==> config.mk <==
export PLATFORM = sky130hd
export DESIGN_NAME = pwn_ctrl
export DESIGN_NICKNAME = d
export VERILOG_FILES = /design/src/rtl/core/pwn_pkg.sv /design/src/rtl/core/pwn_ctrl.sv
export SDC_FILE = /design/constraint.sdc
export NUM_CORES = 1
export LEC_CHECK = 0
export BUFFER_PORTS_ARGS = -buffer_cell sky130_fd_sc_hd__buf_4
export CORE_AREA = 3 3 40 42
export CTS_CLUSTER_SIZE = 10
export DETAILED_ROUTE_END_ITERATION = 8
export DIE_AREA = 0 0 43 45
export PLACE_DENSITY = 0.6
export SLEW_MARGIN = 10
export SYNTH_ARGS = -nofsm -noshare
export SYNTH_HDL_FRONTEND = slang
export SYNTH_SLANG_ARGS = --single-unit
==> constraint.sdc <==
create_clock -name clk_i -period 2.4 [get_ports clk_i]
set_input_delay 0.48 -clock clk_i [delete_from_list [all_inputs] [get_ports clk_i]]
set_output_delay 0.48 -clock clk_i [all_outputs]
set_load 0.05 [all_outputs]
==> src/rtl/core/pwn_pkg.sv <==
package pwn_pkg;

  localparam int MAX_VERTICES_DEF = 256;
  localparam int COORD_BITS_DEF   = 16;

  localparam int KIND_W  = 2;
  localparam int WIND_W  = 9;
  localparam int TOTAL_W = 9;

  localparam logic [KIND_W-1:0] KIND_CLEAR  = 2'd0;
  localparam logic [KIND_W-1:0] KIND_APPEND = 2'd1;
  localparam logic [KIND_W-1:0] KIND_QUERY  = 2'd2;

  // Commands from the sequencer to the datapath.
  typedef struct packed {
    logic clear;
    logic append;
    logic q_start;
    logic rd_issue;
    logic v0_load;
    logic stage;
    logic load_out;
  } pwn_cmd_t;

  // Status from the datapath to the sequencer.
  typedef struct packed {
    logic n_zero;
    logic last_edge;
  } pwn_status_t;

endpackage

==> src/rtl/core/pwn_ctrl.sv <==
module pwn_ctrl
  import pwn_pkg::*;
(
  input  logic              clk_i,
  input  logic              rst_ni,
  input  logic              in_valid_i,
  output logic              in_ready_o,
  input  logic [KIND_W-1:0] kind_i,
  output logic              out_valid_o,
  input  logic              out_ready_i,
  input  pwn_status_t       status_i,
  output pwn_cmd_t          cmd_o
);

  typedef enum logic [2:0] {
    ST_IDLE,
    ST_START,
    ST_FIRST,
    ST_EDGE,
    ST_DRAIN,
    ST_DONE
  } state_e;

  state_e state_q, state_d;
  logic   out_valid_q, out_valid_d;

  assign in_ready_o  = (state_q == ST_IDLE);
  assign out_valid_o = out_valid_q;

  always_comb begin
    cmd_o   = '0;
    state_d = state_q;
    case (state_q)
      ST_IDLE: begin
        if (in_valid_i) begin
          case (kind_i)
            KIND_CLEAR:  cmd_o.clear = 1'b1;
            KIND_APPEND: cmd_o.append = 1'b1;
            KIND_QUERY: begin
              cmd_o.q_start = 1'b1;
              state_d       = ST_START;
            end
            default: ;
          endcase
        end
      end
      ST_START: begin
        if (status_i.n_zero) begin
          state_d = ST_DONE;
        end else begin
          cmd_o.rd_issue = 1'b1;
          state_d        = ST_FIRST;
        end
      end
      ST_FIRST: begin
        cmd_o.rd_issue = 1'b1;
        cmd_o.v0_load  = 1'b1;
        state_d        = ST_EDGE;
      end
      ST_EDGE: begin
        cmd_o.rd_issue = 1'b1;
        cmd_o.v0_load  = 1'b1;
        cmd_o.stage    = 1'b1;
        if (status_i.last_edge) begin
          state_d = ST_DRAIN;
        end
      end
      ST_DRAIN: begin
        // The last edge's products settle into the accumulator here.
        state_d = ST_DONE;
      end
      ST_DONE: begin
        if (!out_valid_q || out_ready_i) begin
          cmd_o.load_out = 1'b1;
          state_d        = ST_IDLE;
        end
      end
      default: state_d = ST_IDLE;
    endcase
  end

  always_comb begin
    if (cmd_o.load_out) begin
      out_valid_d = 1'b1;
    end else if (out_ready_i) begin
      out_valid_d = 1'b0;
    end else begin
      out_valid_d = out_valid_q;
    end
  end

  always_ff @(posedge clk_i or negedge rst_ni) begin
    if (!rst_ni) begin
      state_q     <= ST_IDLE;
      out_valid_q <= 1'b0;
    end else begin
      state_q     <= state_d;
      out_valid_q <= out_valid_d;
    end
  end

  a_load_free: assert property (@(posedge clk_i) disable iff (!rst_ni)
    cmd_o.load_out |-> (!out_valid_q || out_ready_i))
    else $error("result word loaded over a pending one");

  a_rise_from_done: assert property (@(posedge clk_i) disable iff (!rst_ni)
    $rose(out_valid_q) |-> $past(state_q == ST_DONE))
    else $error("result valid rose outside the done state");

  a_stage_order: assert property (@(posedge clk_i) disable iff (!rst_ni)
    (state_q == ST_EDGE) |-> ($past(state_q == ST_FIRST) || $past(state_q == ST_EDGE)))
    else $error("edge stage entered without the first vertex loaded");

endmodule

==> qor.yml <==
clock_tree:
  cts_tree: "built"
  cts_htree_levels: 1
  cts_inserted_buffers: 3
  clock_path_buffers: 2
  cts_post_setup_buffers_inserted: 0
  clk_root_buffer_cell: "sky130_fd_sc_hd__clkbuf_4"
  cts_repair_resize_count: 0
  clk_transition_reported_paths_ps: 40
  postCtsHoldBufs: 0
  cts_sinks: 4
  clk-insertion-delay-late_ps: 230
yosys:
  netlist_area_um2: 325.3
  synth_fp_nets: 42
  synth_top_flop_cell: "sky130_fd_sc_hd__dfrtp_1"
  synth.avg_cell_area_um2: 9.568
  synth_cell_types: 23
  ys_seq_elements: 4
  synth-edff-count: 0
  yosys_warnings: 0
  synthArstFlopShare_pct: 100.0
  syn-instance-count: 34
  seq_area_frac_synth_pct: 30.77
placed_design:
  place.detailed.hpwl_um: 543.8
  count_of_port_buffers_added_during_placement: 16
  globalplace.congestion: 0.6796
  placement.setup.worst_slack_ps: 717.9
final_layout:
  final_cell_mix: "16 x sky130_fd_sc_hd__buf_4, 4 x sky130_fd_sc_hd__nand2_1, 4 x sky130_fd_sc_hd__dfrtp_1"
  mostFrequentLayoutCell: "sky130_fd_sc_hd__buf_4"
  syn2layout_area_growth_pct: 40.00
  post_route_cells_drive_above_1_share_pct: 48.98
  fillCellCount: 135
  finalNetCount: 59
  antennaDiodeCount: 0
drt:
  detailedRoute.firstIterationViolations: 1
  vias_per_cell: 4.547
  dr_total_vias: 291
  detailedRoute.firstPassIterationCount: 4
  routedWlPerCell_um: 10.47
  detail_route.drc_violations: 0
  route.antenna.remaining_nets: 0
  wl_um: 670
grt:
  grt_usage_pct: 8.855
  initial_antenna_violation_count: 0
  grt_first_pass_wirelength_um: 1214
  globalRoute.totalOverflow: 0
  first_global_vias: 287
  grt_start_max_net_pins: 12
sta:
  worst_clock_skew_ps: 0.04022
  max_freq_mhz: 524.6
  hold_violations: 0
  post-route-worst-setup-slack_ps: 493.6
  tightest_slew_ps: 399.2
  final-max-slew-violation-count: 0
  finalSetupViolations: 0
  period_minus_slack_ps: 1906
  rsz_0062_raised_after_global_routing: "no"
  max-slew-margin-rel_pct: 73.39
  final_total_negative_setup_slack_ps: 0
  timing.hold.ws_ps: 32.03
  period_share_pct: 79.43
floorplan:
  dieWidth_um: 43
  area_of_the_die_um2: 1935
  design.core.area_um2: 1285
  initial_utilization_pct: 25.32
  dieHeight_um: 45
  placement_rows: 13
  design.portCount: 17
setup_path:
  timing_worst_setup_path_type: "reg -> out"
  timing.critical_path.from_type: "register"
  critPathRequiredTime_ps: 1920
  arrival_ps: 1430
  end_kind: "output pin"
  cp_max_fo: 11
status:
  outcome: "finished clean"
run:
  maxCapViolCount: 0
hold_path:
  worst_hold_path_class: "in -> async"
power_and_ir_drop:
  p_leak_nw: 0.2205
  power.ir.vdd_worst_mv: 0.3531
  power_per_cell_area_nw_per_um2: 1501
power by group:
part	switching (mW)	internal [mW]	total, mW	leakage (nW)
Sequential	0.0829	0.0990	0.182	0.0502
Combinational	0.266	0.152	0.418	0.156
Clock	0.0276	0.0559	0.0835	0.0138
Total	0.377	0.307	0.684	0.221
layout make-up:
class / instances / area (µm²) / area share (%)
Clock buffer: 3 / 22.52 / 4.945
Sequential cell: 4 / 100.1 / 21.98
Inverter: 2 / 7.507 / 1.648
Tap cell: 15 / 18.77 / 4.121
Timing Repair Buffer: 16 / 120.1 / 26.37
Multi-Input combinational cell: 24 / 186.4 / 40.93
state kept, by name (all words and copies together) (netlist names):
signal       flops
state_q          3
out_valid_o      1
cell usage after synthesis (2+ instances only):
cell type / count / area [µm²]
sky130_fd_sc_hd__buf_4: 2 / 15.01
sky130_fd_sc_hd__nand2_1: 4 / 15.01
sky130_fd_sc_hd__nor2_1: 2 / 7.510
sky130_fd_sc_hd__nand3b_1: 2 / 15.01
sky130_fd_sc_hd__buf_6: 2 / 22.52
sky130_fd_sc_hd__dfrtp_1: 4 / 100.1
sky130_fd_sc_hd__inv_1: 2 / 7.510
through the flow:
step                util, %  cells  total power [mW]  cell area, µm²
detailed placement    33.69     61            0.6078           432.9
floorplan                 -     34            0.5362           331.6
global placement      33.69     61            0.6038           432.9
finish                35.44     64            0.6836           455.4
global route          35.44     64            0.7378           455.4
CTS                   35.44     64            0.6946           455.4
worst max-delay path, cell delays in order (launching register included):
cell                       delay [ps]
sky130_fd_sc_hd__dfrtp_1          510
sky130_fd_sc_hd__nor3_4           280
sky130_fd_sc_hd__and4bb_1         210
sky130_fd_sc_hd__buf_4            190
cell families after synthesis:
| family | after synthesis | share of synthesized area (%) |
|---|---|---|
| flops | 4 | 30.77 |
| compound gates | 8 | 21.93 |
| buf+inv | 6 | 13.85 |
| simple gates | 16 | 33.47 |
final timing paths:
path / startpoint / endpoint / slack, ps / depth (start not counted)
min in group clk_i: status_i[0] / state_q[1] / 480 / 2
hold / removal: rst_ni / state_q[2] / 30 / 1
hold reg to reg: out_valid_o / out_valid_o / 550 / 2
setup reg to reg: state_q[1] / state_q[0] / 1280 / 3
setup / recovery: state_q[1] / cmd_o[6] / 490 / 3
max in group asynchronous: rst_ni / state_q[1] / 2270 / 1
per-layer routing:
| metal | GRT usage, % | part of all wire (%) |
|---|---|---|
| met5 | 0 | 0 |
| met4 | 10.84 | 0 |
| met3 | 1.195 | 3.6 |
| met1 | 11.44 | 43 |
| met2 | 11.38 | 53 |
Note: power is estimated with default switching activity, not from simulation.
